--- config.mk ---
export PLATFORM = sky130hd
export DESIGN_NAME = depth_pixel_deprojection_flat
export DESIGN_NICKNAME = d
export VERILOG_FILES = /design/src/sv/dpd_pkg.sv /design/src/sv/dpd_in_if.sv /design/src/sv/dpd_out_if.sv /design/src/sv/dpd_front.sv /design/src/sv/dpd_fifo.sv /design/src/sv/dpd_back.sv /design/src/sv/depth_pixel_deprojection.sv /design/src/flat_wrapper.sv
export SDC_FILE = /design/constraint.sdc
export NUM_CORES = 2
export LEC_CHECK = 0
export ABC_AREA = 1
export BUFFER_PORTS_ARGS = -buffer_cell sky130_fd_sc_hd__buf_2
export CORE_ASPECT_RATIO = 0.5
export CORE_MARGIN = 5
export CORE_UTILIZATION = 60
export CTS_CLUSTER_DIAMETER = 50
export DETAILED_ROUTE_END_ITERATION = 8
export GPL_TIMING_DRIVEN = 0
export PLACE_DENSITY = 0.77
export SYNTH_ARGS = -nofsm -noshare
export SYNTH_HDL_FRONTEND = slang
export SYNTH_SLANG_ARGS = --single-unit
export TNS_END_PERCENT = 100
--- constraint.sdc ---
create_clock -name i_clk -period 8.7 [get_ports i_clk]
set_clock_uncertainty 0.1 [all_clocks]
set_input_delay 0 -clock i_clk [delete_from_list [all_inputs] [get_ports i_clk]]
set_output_delay 0 -clock i_clk [all_outputs]
set_load 0.05 [all_outputs]
--- src/sv/dpd_pkg.sv ---
// Shared types and constants for the depth pixel deprojection block.
// No dependencies.
`timescale 1ns / 1ps
package dpd_pkg;
    localparam int MaxDim   = 4096;
    localparam int FracBits = 8;
    localparam int CntW     = $clog2(MaxDim);
    localparam int DimW     = 13;
    localparam int CenW     = 20;
    localparam int FocW     = 21;
    localparam int DepW     = 16;
    localparam int MagW     = CntW + FracBits + 1;
    localparam int NumW     = MagW + DepW + FracBits;
    localparam int QW       = NumW;
    localparam int CfgIdxW  = 3;
    localparam int CfgDatW  = 21;

    typedef enum logic [CfgIdxW-1:0] {
        t_reg_width  = 3'd0,
        t_reg_height = 3'd1,
        t_reg_cen_x  = 3'd2,
        t_reg_cen_y  = 3'd3,
        t_reg_foc_x  = 3'd4,
        t_reg_foc_y  = 3'd5
    } t_reg_idx;

    typedef enum logic [1:0] {
        t_st_idle = 2'd0,
        t_st_mul  = 2'd1,
        t_st_div  = 2'd2,
        t_st_out  = 2'd3
    } t_state;

    typedef struct packed {
        logic            valid;
        logic [DepW-1:0] depth;
        logic            last;
        logic [MagW-1:0] mag_x;
        logic            neg_x;
        logic [MagW-1:0] mag_y;
        logic            neg_y;
    } t_job;

    typedef struct packed {
        logic            point_valid;
        logic [31:0]     x_q8;
        logic [31:0]     y_q8;
        logic [DepW-1:0] z_mm;
        logic            frame_last;
    } t_point;
endpackage

--- src/sv/dpd_in_if.sv ---
// Input channel: depth samples. Depends on dpd_pkg.
`timescale 1ns / 1ps
interface dpd_in_if;
    logic                       valid;
    logic                       ready;
    logic [dpd_pkg::DepW-1:0]   depth_mm;
    modport source (output valid, output depth_mm, input ready);
    modport sink   (input valid, input depth_mm, output ready);
endinterface

--- src/sv/dpd_out_if.sv ---
// Output channel: 3-D points. Depends on dpd_pkg.
`timescale 1ns / 1ps
interface dpd_out_if;
    logic                       valid;
    logic                       ready;
    logic                       point_valid;
    logic signed [31:0]         x_q8;
    logic signed [31:0]         y_q8;
    logic [dpd_pkg::DepW-1:0]   z_mm;
    logic                       frame_last;
    modport source (output valid, output point_valid, output x_q8, output y_q8,
                    output z_mm, output frame_last, input ready);
    modport sink   (input valid, input point_valid, input x_q8, input y_q8,
                    input z_mm, input frame_last, output ready);
endinterface

--- src/sv/dpd_front.sv ---
// Front end: raster counters and centered magnitudes per sample.
// Depends on dpd_pkg.
`timescale 1ns / 1ps
module dpd_front (
    input  logic                        i_clk,
    input  logic                        i_rst_n,
    input  logic                        i_valid,
    output logic                        o_ready,
    input  logic [dpd_pkg::DepW-1:0]    i_depth,
    input  logic [dpd_pkg::DimW-1:0]    i_width,
    input  logic [dpd_pkg::DimW-1:0]    i_height,
    input  logic [dpd_pkg::CenW-1:0]    i_cen_x,
    input  logic [dpd_pkg::CenW-1:0]    i_cen_y,
    output logic                        o_valid,
    input  logic                        i_ready,
    output dpd_pkg::t_job               o_job
);
    logic [dpd_pkg::CntW-1:0] r_col, n_col, r_row, n_row;
    logic [dpd_pkg::DimW-1:0] w_lim, h_lim;
    logic col_end, row_end, take;
    logic [dpd_pkg::MagW-1:0] px, py, cx, cy;

    always_comb begin
        w_lim = (i_width == '0) ? dpd_pkg::DimW'(1) :
                (i_width > dpd_pkg::DimW'(dpd_pkg::MaxDim)) ?
                dpd_pkg::DimW'(dpd_pkg::MaxDim) : i_width;
        h_lim = (i_height == '0) ? dpd_pkg::DimW'(1) :
                (i_height > dpd_pkg::DimW'(dpd_pkg::MaxDim)) ?
                dpd_pkg::DimW'(dpd_pkg::MaxDim) : i_height;
        col_end = {1'b0, r_col} >= w_lim - dpd_pkg::DimW'(1);
        row_end = {1'b0, r_row} >= h_lim - dpd_pkg::DimW'(1);
        take = i_valid && o_ready;
        n_col = r_col;
        n_row = r_row;
        if (take) begin
            if (col_end) begin
                n_col = '0;
                n_row = row_end ? '0 : r_row + 1'b1;
            end else begin
                n_col = r_col + 1'b1;
            end
        end
        px = {1'b0, r_col, {dpd_pkg::FracBits{1'b0}}};
        py = {1'b0, r_row, {dpd_pkg::FracBits{1'b0}}};
        cx = dpd_pkg::MagW'(i_cen_x);
        cy = dpd_pkg::MagW'(i_cen_y);
    end

    assign o_ready = !o_valid || i_ready;

    always_ff @(posedge i_clk) begin
        if (!i_rst_n) begin
            r_col   <= '0;
            r_row   <= '0;
            o_valid <= 1'b0;
        end else begin
            r_col <= n_col;
            r_row <= n_row;
            if (o_ready) o_valid <= i_valid;
        end
        if (take) begin
            o_job.valid <= i_depth != '0;
            o_job.depth <= i_depth;
            o_job.last  <= col_end && row_end;
            o_job.neg_x <= px < cx;
            o_job.mag_x <= (px < cx) ? cx - px : px - cx;
            o_job.neg_y <= py < cy;
            o_job.mag_y <= (py < cy) ? cy - py : py - cy;
        end
    end
endmodule

--- src/sv/dpd_fifo.sv ---
// Two-entry queue between front and back end. Depends on dpd_pkg.
`timescale 1ns / 1ps
module dpd_fifo (
    input  logic           i_clk,
    input  logic           i_rst_n,
    input  logic           i_valid,
    output logic           o_ready,
    input  dpd_pkg::t_job  i_job,
    output logic           o_valid,
    input  logic           i_ready,
    output dpd_pkg::t_job  o_job
);
    dpd_pkg::t_job r_mem [2];
    logic       r_wp, r_rp;
    logic [1:0] r_cnt;
    logic       wr, rd;

    assign o_ready = r_cnt != 2'd2;
    assign o_valid = r_cnt != 2'd0;
    assign wr = i_valid && o_ready;
    assign rd = o_valid && i_ready;
    assign o_job = r_mem[r_rp];

    always_ff @(posedge i_clk) begin
        if (!i_rst_n) begin
            r_wp <= 1'b0;
            r_rp <= 1'b0;
            r_cnt <= 2'd0;
        end else begin
            if (wr) r_wp <= !r_wp;
            if (rd) r_rp <= !r_rp;
            r_cnt <= r_cnt + {1'b0, wr} - {1'b0, rd};
        end
        if (wr) r_mem[r_wp] <= i_job;
    end
endmodule

--- src/sv/dpd_back.sv ---
// Back end: multiply, restoring divide for x and y in parallel, saturate.
// Depends on dpd_pkg.
`timescale 1ns / 1ps
module dpd_back (
    input  logic                        i_clk,
    input  logic                        i_rst_n,
    input  logic                        i_valid,
    output logic                        o_ready,
    input  dpd_pkg::t_job               i_job,
    input  logic [dpd_pkg::FocW-1:0]    i_foc_x,
    input  logic [dpd_pkg::FocW-1:0]    i_foc_y,
    output logic                        o_valid,
    input  logic                        i_ready,
    output dpd_pkg::t_point             o_pt
);
    localparam int NW = dpd_pkg::NumW;
    localparam int SW = $clog2(NW);
    localparam int PW = dpd_pkg::MagW + dpd_pkg::DepW;

    dpd_pkg::t_state r_st, n_st;
    dpd_pkg::t_job   r_job;
    logic [NW-1:0]   r_nx, r_ny, r_qx, r_qy;
    logic [dpd_pkg::FocW:0] r_rx, r_ry, tx, ty;
    logic [SW-1:0]   r_cnt;
    logic            load, mul, step, emit;

    always_comb begin
        n_st = r_st;
        unique case (r_st)
            dpd_pkg::t_st_idle: if (i_valid) n_st = dpd_pkg::t_st_mul;
            dpd_pkg::t_st_mul:  n_st = dpd_pkg::t_st_div;
            dpd_pkg::t_st_div:  if (r_cnt == SW'(NW - 1)) n_st = dpd_pkg::t_st_out;
            dpd_pkg::t_st_out:  if (!o_valid || i_ready) n_st = dpd_pkg::t_st_idle;
            default:            n_st = dpd_pkg::t_st_idle;
        endcase
    end

    always_comb begin
        load = r_st == dpd_pkg::t_st_idle && i_valid;
        mul  = r_st == dpd_pkg::t_st_mul;
        step = r_st == dpd_pkg::t_st_div;
        emit = r_st == dpd_pkg::t_st_out && (!o_valid || i_ready);
        o_ready = r_st == dpd_pkg::t_st_idle;
        tx = {r_rx[dpd_pkg::FocW-1:0], r_nx[NW-1]};
        ty = {r_ry[dpd_pkg::FocW-1:0], r_ny[NW-1]};
    end

    function automatic logic [31:0] sat(input logic [NW-1:0] q, input logic neg,
                                        input logic [NW-1:0] num,
                                        input logic [dpd_pkg::FocW-1:0] f);
        logic [NW-1:0] m;
        begin
            m = (f == '0) ? '1 : q;
            if (num == '0) sat = '0;
            else if (neg) sat = (m > NW'(33'h80000000)) ? 32'h80000000 : 32'(-m);
            else sat = (m > NW'(32'h7FFFFFFF)) ? 32'h7FFFFFFF : m[31:0];
        end
    endfunction

    always_ff @(posedge i_clk) begin
        if (!i_rst_n) begin
            r_st    <= dpd_pkg::t_st_idle;
            o_valid <= 1'b0;
        end else begin
            r_st <= n_st;
            if (emit) o_valid <= 1'b1;
            else if (i_ready) o_valid <= 1'b0;
        end
        if (load) r_job <= i_job;
        if (mul) begin
            r_nx  <= NW'({PW'(r_job.mag_x) * PW'(r_job.depth),
                          {dpd_pkg::FracBits{1'b0}}});
            r_ny  <= NW'({PW'(r_job.mag_y) * PW'(r_job.depth),
                          {dpd_pkg::FracBits{1'b0}}});
            r_rx  <= '0;
            r_ry  <= '0;
            r_cnt <= '0;
        end
        if (step) begin
            // shift one numerator bit in, subtract divisor where it fits
            r_nx <= {r_nx[NW-2:0], 1'b0};
            r_ny <= {r_ny[NW-2:0], 1'b0};
            if (tx >= {1'b0, i_foc_x}) begin
                r_rx <= tx - {1'b0, i_foc_x};
                r_qx <= {r_qx[NW-2:0], 1'b1};
            end else begin
                r_rx <= tx;
                r_qx <= {r_qx[NW-2:0], 1'b0};
            end
            if (ty >= {1'b0, i_foc_y}) begin
                r_ry <= ty - {1'b0, i_foc_y};
                r_qy <= {r_qy[NW-2:0], 1'b1};
            end else begin
                r_ry <= ty;
                r_qy <= {r_qy[NW-2:0], 1'b0};
            end
            r_cnt <= r_cnt + 1'b1;
        end
        if (mul) begin
            r_qx <= '0;
            r_qy <= '0;
        end
        if (emit) begin
            o_pt.point_valid <= r_job.valid;
            o_pt.z_mm        <= r_job.valid ? r_job.depth : '0;
            o_pt.frame_last  <= r_job.last;
            // numerator is zero exactly when magnitude or depth is
            o_pt.x_q8 <= r_job.valid ? sat(r_qx, r_job.neg_x,
                         NW'(r_job.mag_x), i_foc_x) : '0;
            o_pt.y_q8 <= r_job.valid ? sat(r_qy, r_job.neg_y,
                         NW'(r_job.mag_y), i_foc_y) : '0;
        end
    end
endmodule

--- src/sv/depth_pixel_deprojection.sv ---
// Top level of the depth pixel deprojection block.
// Depends on dpd_pkg, dpd_in_if, dpd_out_if, dpd_front, dpd_fifo, dpd_back.
`timescale 1ns / 1ps
// Usage:
//   in  : depth_mm samples in raster order, valid/ready transfer.
//   out : one point per sample (point_valid, x_q8, y_q8, z_mm, frame_last).
//   cfg : i_cfg_we/i_cfg_idx/i_cfg_data; write only while idle.
// Each sample passes through the back end in order: a load step, a multiply
// step, bit-serial restoring division (x and y dividers run side by side,
// one quotient bit per cycle), then a step to saturate and register.
// The back end takes no new sample until the last one has been output.
// The front end and a two-entry queue absorb the next samples meanwhile.
// Reset clears the column/row counters, loads the register defaults
// (640x480, center 320,240, focal 600) and empties the queue.
// When the receiver stalls the result is held in the output register and
// the divider waits; the queue then fills and input ready drops.
module depth_pixel_deprojection (
    input  logic                        i_clk,
    input  logic                        i_rst_n,
    dpd_in_if.sink                      in_ch,
    dpd_out_if.source                   out_ch,
    input  logic                        i_cfg_we,
    input  logic [dpd_pkg::CfgIdxW-1:0] i_cfg_idx,
    input  logic [dpd_pkg::CfgDatW-1:0] i_cfg_data
);
    logic [dpd_pkg::DimW-1:0] r_width, r_height;
    logic [dpd_pkg::CenW-1:0] r_cen_x, r_cen_y;
    logic [dpd_pkg::FocW-1:0] r_foc_x, r_foc_y;

    always_ff @(posedge i_clk) begin
        if (!i_rst_n) begin
            r_width  <= dpd_pkg::DimW'(640);
            r_height <= dpd_pkg::DimW'(480);
            r_cen_x  <= dpd_pkg::CenW'(81920);
            r_cen_y  <= dpd_pkg::CenW'(61440);
            r_foc_x  <= dpd_pkg::FocW'(153600);
            r_foc_y  <= dpd_pkg::FocW'(153600);
        end else if (i_cfg_we) begin
            unique case (dpd_pkg::t_reg_idx'(i_cfg_idx))
                dpd_pkg::t_reg_width:  r_width  <= i_cfg_data[dpd_pkg::DimW-1:0];
                dpd_pkg::t_reg_height: r_height <= i_cfg_data[dpd_pkg::DimW-1:0];
                dpd_pkg::t_reg_cen_x:  r_cen_x  <= i_cfg_data[dpd_pkg::CenW-1:0];
                dpd_pkg::t_reg_cen_y:  r_cen_y  <= i_cfg_data[dpd_pkg::CenW-1:0];
                dpd_pkg::t_reg_foc_x:  r_foc_x  <= i_cfg_data;
                dpd_pkg::t_reg_foc_y:  r_foc_y  <= i_cfg_data;
                default: ;
            endcase
        end
    end

    logic f_valid, f_ready, q_valid, q_ready;
    dpd_pkg::t_job f_job, q_job;
    dpd_pkg::t_point pt;

    dpd_front u_front (
        .i_clk, .i_rst_n,
        .i_valid(in_ch.valid), .o_ready(in_ch.ready), .i_depth(in_ch.depth_mm),
        .i_width(r_width), .i_height(r_height), .i_cen_x(r_cen_x), .i_cen_y(r_cen_y),
        .o_valid(f_valid), .i_ready(f_ready), .o_job(f_job)
    );

    dpd_fifo u_fifo (
        .i_clk, .i_rst_n,
        .i_valid(f_valid), .o_ready(f_ready), .i_job(f_job),
        .o_valid(q_valid), .i_ready(q_ready), .o_job(q_job)
    );

    dpd_back u_back (
        .i_clk, .i_rst_n,
        .i_valid(q_valid), .o_ready(q_ready), .i_job(q_job),
        .i_foc_x(r_foc_x), .i_foc_y(r_foc_y),
        .o_valid(out_ch.valid), .i_ready(out_ch.ready), .o_pt(pt)
    );

    assign out_ch.point_valid = pt.point_valid;
    assign out_ch.x_q8        = pt.x_q8;
    assign out_ch.y_q8        = pt.y_q8;
    assign out_ch.z_mm        = pt.z_mm;
    assign out_ch.frame_last  = pt.frame_last;

    a_invalid_zero: assert property (@(posedge i_clk) disable iff (!i_rst_n)
        out_ch.valid && !out_ch.point_valid |->
        out_ch.x_q8 == 0 && out_ch.y_q8 == 0 && out_ch.z_mm == 0)
        else $error("invalid point carries nonzero coordinates");
    a_valid_z: assert property (@(posedge i_clk) disable iff (!i_rst_n)
        out_ch.valid && out_ch.point_valid |-> out_ch.z_mm != 0)
        else $error("valid point with zero depth");
    a_back_busy: assert property (@(posedge i_clk) disable iff (!i_rst_n)
        q_valid && q_ready |=> !q_ready)
        else $error("back end took two jobs in a row");
endmodule
--- src/flat_wrapper.sv ---
// flat-port wrapper written by rule: the top's interface ports become plain ports
module depth_pixel_deprojection_flat 
  (i_clk, i_rst_n, i_cfg_we, i_cfg_idx, i_cfg_data, in_ch_valid, in_ch_depth_mm, in_ch_ready, out_ch_valid, out_ch_point_valid, out_ch_x_q8, out_ch_y_q8, out_ch_z_mm, out_ch_frame_last, out_ch_ready);
  dpd_in_if in_ch_i ();
  dpd_out_if out_ch_i ();
  input  logic i_clk;
  input  logic i_rst_n;
  input  logic i_cfg_we;
  input  logic [dpd_pkg::CfgIdxW-1:0] i_cfg_idx;
  input  logic [dpd_pkg::CfgDatW-1:0] i_cfg_data;
  input wire logic [$bits(in_ch_i.valid)-1:0] in_ch_valid;
  input wire logic [$bits(in_ch_i.depth_mm)-1:0] in_ch_depth_mm;
  output wire logic [$bits(in_ch_i.ready)-1:0] in_ch_ready;
  output wire logic [$bits(out_ch_i.valid)-1:0] out_ch_valid;
  output wire logic [$bits(out_ch_i.point_valid)-1:0] out_ch_point_valid;
  output wire logic [$bits(out_ch_i.x_q8)-1:0] out_ch_x_q8;
  output wire logic [$bits(out_ch_i.y_q8)-1:0] out_ch_y_q8;
  output wire logic [$bits(out_ch_i.z_mm)-1:0] out_ch_z_mm;
  output wire logic [$bits(out_ch_i.frame_last)-1:0] out_ch_frame_last;
  input wire logic [$bits(out_ch_i.ready)-1:0] out_ch_ready;
  assign in_ch_i.valid = in_ch_valid;
  assign in_ch_i.depth_mm = in_ch_depth_mm;
  assign in_ch_ready = in_ch_i.ready;
  assign out_ch_valid = out_ch_i.valid;
  assign out_ch_point_valid = out_ch_i.point_valid;
  assign out_ch_x_q8 = out_ch_i.x_q8;
  assign out_ch_y_q8 = out_ch_i.y_q8;
  assign out_ch_z_mm = out_ch_i.z_mm;
  assign out_ch_frame_last = out_ch_i.frame_last;
  assign out_ch_i.ready = out_ch_ready;
  depth_pixel_deprojection u_core (.i_clk(i_clk), .i_rst_n(i_rst_n), .in_ch(in_ch_i), .out_ch(out_ch_i), .i_cfg_we(i_cfg_we), .i_cfg_idx(i_cfg_idx), .i_cfg_data(i_cfg_data));
endmodule
==> qor.csv <==
metric;value;unit
synth_area_leaders;edfxtp_1, fa_1, nand2_1;
htreeDepth;2;
max_freq;128;MHz
synth_largest_area_cell;edfxtp_1;
cts_buffers;61;
rows;80;
yosysWarnings;0;
die_h;230;um
fin_cells;8978;
first_pass_iters;7;
cp-end-kind;flop;
rrSetupSlack;0.86;ns
dpl.hpwl;128;mm
fp.dieW;450;um
die-area;0.104;sq mm
start_util;60.8;%
remaining_drc_errors;0;
core;0.0958;sq mm
netlist_area;0.0582;sq mm
portBuffers;128;
ys.flop_type;edfxtp_1;
area_delta_synth_final;8.97;%
final_core_util;66.2;%
worst_pin_slew;1.39;ns
synth_edf_count;452;
rsz0062_at_grt;false;
status;finished clean;
synth_cell_types;52;
viasPerCell;5.53;
setup_viol;0;
nFillCells;8059;
r2r_cells;26;
netlist_instances;7384;
synth_common_cells;nand2_1, inv_1, fa_1, nor2_1, edfxtp_1;
min_period;7.84;ns
grt_use_met2;51.5;%
min_path_type;input pin to flop;
fin_crit_sh;90.1;%
reg2reg_from;u_core.u_back.r_job[51];
synthArstFlopShare;0;%
grt_max_degree;70;
post_cts_buffers;0;
synth.most_common_cell;nand2_1;
cts_tree;done;
hold_slack;0.112;ns
routed_wl;167;mm
antenna_found_initial;5;
critPathMaxFanout;10;
maxCapViolations;0;
r2r_end;u_core.u_back.r_nx[40];
worst_ep_arrival_time;8.17;ns
dr.first_iter.drc_count;5284;
syn_area_per_cell;7.88;sq um
use_met3;7.92;%
path_clk_slew;0.08;ns
grtUsageTotal;32.0;%
ioPinCount;129;
setup.worst_path.start;u_core.u_back.r_job[51];
hold_buffers;73;
syn_nets;8310;
worstHoldEndpoint;u_core.u_front.o_job[61];
dp_cells;8791;
max-clock-path-buffers;3;
fin_setup_tns;0;ns
cts_sinks;682;
routabilityCongestion;1.03;
grt_pass1_wl;263;mm
max_slew_margin;7.55;%
cp.required;9.03;ns
wl_per_cell;18.6;um
grt_pass1_vias;48800;
maxSlewViolCount;0;
synth_top_area_share;23.3;%
hold_depth;4;
drive_above_1_share;4.48;%
finalHoldViolCount;0;
seq_area_frac_synth;31.2;%
busiest_layer;met2;
min_from;in_ch_depth_mm[7];
cts_root_buf;clkbuf_16;
crit_path_start_kind;flop;
clk_latency;0.69;ns
grt_overflow;0;
critPathKind;flop to flop;
nets;8582;
postCtsResizedCells;0;
grt_use_met1;42.2;%
ant_nets;0;
vias;49700;
ys_ff_latch;682;
==> per-stage QoR <==
| step | worst slack (ns) | instance area [sq um] |
|---|---|---|
| 2_1_floorplan | 2.59 | 58200 |
| 3_3_place_gp | 1.12 | 60400 |
| 3_5_place_dp | 1.02 | 60600 |
| 4_1_cts | 1.02 | 63400 |
| 5_1_grt | 0.650 | 63400 |
| 6_report | 0.862 | 63400 |
==> worst max-delay path, cell delays in order, from the launching register on <==
cell      delay [ns]
edfxtp_1        0.32
clkbuf_1        0.45
clkbuf_1        0.89
nand2_1         0.21
fa_1            0.58
inv_1           0.05
fa_1            0.53
inv_1           0.05
fa_1            0.50
inv_1           0.05
fa_1            0.46
fa_1            0.55
inv_1           0.07
fa_1            0.53
inv_1           0.04
ha_1            0.39
nand2_1         0.11
nand2_1         0.07
a31oi_1         0.18
nor2_1          0.06
nor2_1          0.11
a21boi_0        0.64
o21ai_0         0.27
nand2_1         0.14
nand3_1         0.07
nand3_1         0.10
nand2_1         0.06
==> flip-flops by register name, summed over array words and instances, names as in the netlist, 2 cells and up <==
| register | flops |
|---|---|
| u_core.r_width | 13 |
| u_core.r_cen_x | 20 |
| u_core.u_front.r_col | 12 |
| u_core.r_foc_y | 21 |
| u_core.r_height | 13 |
| u_core.u_back.r_ny | 37 |
| u_core.u_front.o_job | 62 |
| u_core.u_back.r_st | 2 |
| u_core.u_fifo.r_cnt | 2 |
| u_core.u_back.r_cnt | 6 |
| u_core.u_fifo.r_mem | 124 |
| u_core.r_cen_y | 20 |
| u_core.u_back.r_nx | 37 |
| u_core.u_back.r_qy | 45 |
| u_core.u_back.r_qx | 45 |
| u_core.u_back.r_rx | 21 |
| u_core.u_back.o_pt | 82 |
| u_core.u_back.r_ry | 21 |
| u_core.r_foc_x | 21 |
| u_core.u_back.r_job | 62 |
| u_core.u_front.r_row | 12 |
==> routing by layer <==
layer | vias up | routed length [um]
met2 | 2363 | 75000
li1 | 23400 | -
met3 | 458 | 18200
met5 | - | 31
met4 | 4 | 7160
met1 | 23500 | 66500
==> worst max-delay path by stage <==
stage                              to  slack [ns]  cells after the start
2_1_floorplan  u_core.u_back.r_nx[32]        2.59                     25
3_3_place_gp   u_core.u_back.r_nx[40]        1.12                     24
3_5_place_dp   u_core.u_back.r_nx[40]        1.02                     26
4_1_cts        u_core.u_back.r_nx[40]        1.02                     26
5_1_grt        u_core.u_back.r_nx[40]        0.65                     26
6_report       u_core.u_back.r_nx[40]        0.86                     26
==> logic make-up after synthesis <==
logic type / share of synthesized area (%)
simple gates: 20.4
buf+inv: 11.9
flops: 31.2
fa+ha+maj: 25.8
xor+xnor: 2.05
compound gates: 8.53
mux: 0.0172
==> cell type report <==
cell class                 instances  area (sq um)  share of cell area [%]
clock buffer                      70          1590                    2.51
clock inverter                    42           443                   0.698
inverter                        1483          5570                    8.78
sequential                       682         18200                    28.7
multi-input combinational       4889         33100                    52.2
buffer                           330          1380                    2.18
antenna                            2          5.00                 0.00789
tap                             1271          1590                    2.51
timing repair buffer             209          1550                    2.44
==> cell usage in the layout, fill, tap and decap left out, types with 7 or more instances in the layout <==
cell type / n
nand2_1: 1907
inv_1: 1471
fa_1: 532
nor2_1: 511
edfxtp_1: 452
a21oi_1: 411
o21ai_0: 391
ha_1: 348
nand3_1: 332
clkbuf_1: 277
dfxtp_1: 230
buf_2: 153
xor2_1: 104
dlygate4sd3_1: 73
clkbuf_16: 62
nor3_1: 49
nand4_1: 36
or2_2: 35
xnor2_1: 32
nor4_1: 22
o21ai_1: 20
a21o_1: 19
nand3b_1: 18
o211ai_1: 17
o21bai_1: 14
a31oi_1: 14
a21boi_0: 14
buf_1: 13
buf_4: 11
inv_2: 10
o21a_1: 10
clkinv_1: 10
buf_6: 9
clkinvlp_4: 8
nor2_2: 7
Power is not shown: default switching activity piles up to over one toggle a cycle in this logic, so the estimate is an artifact.
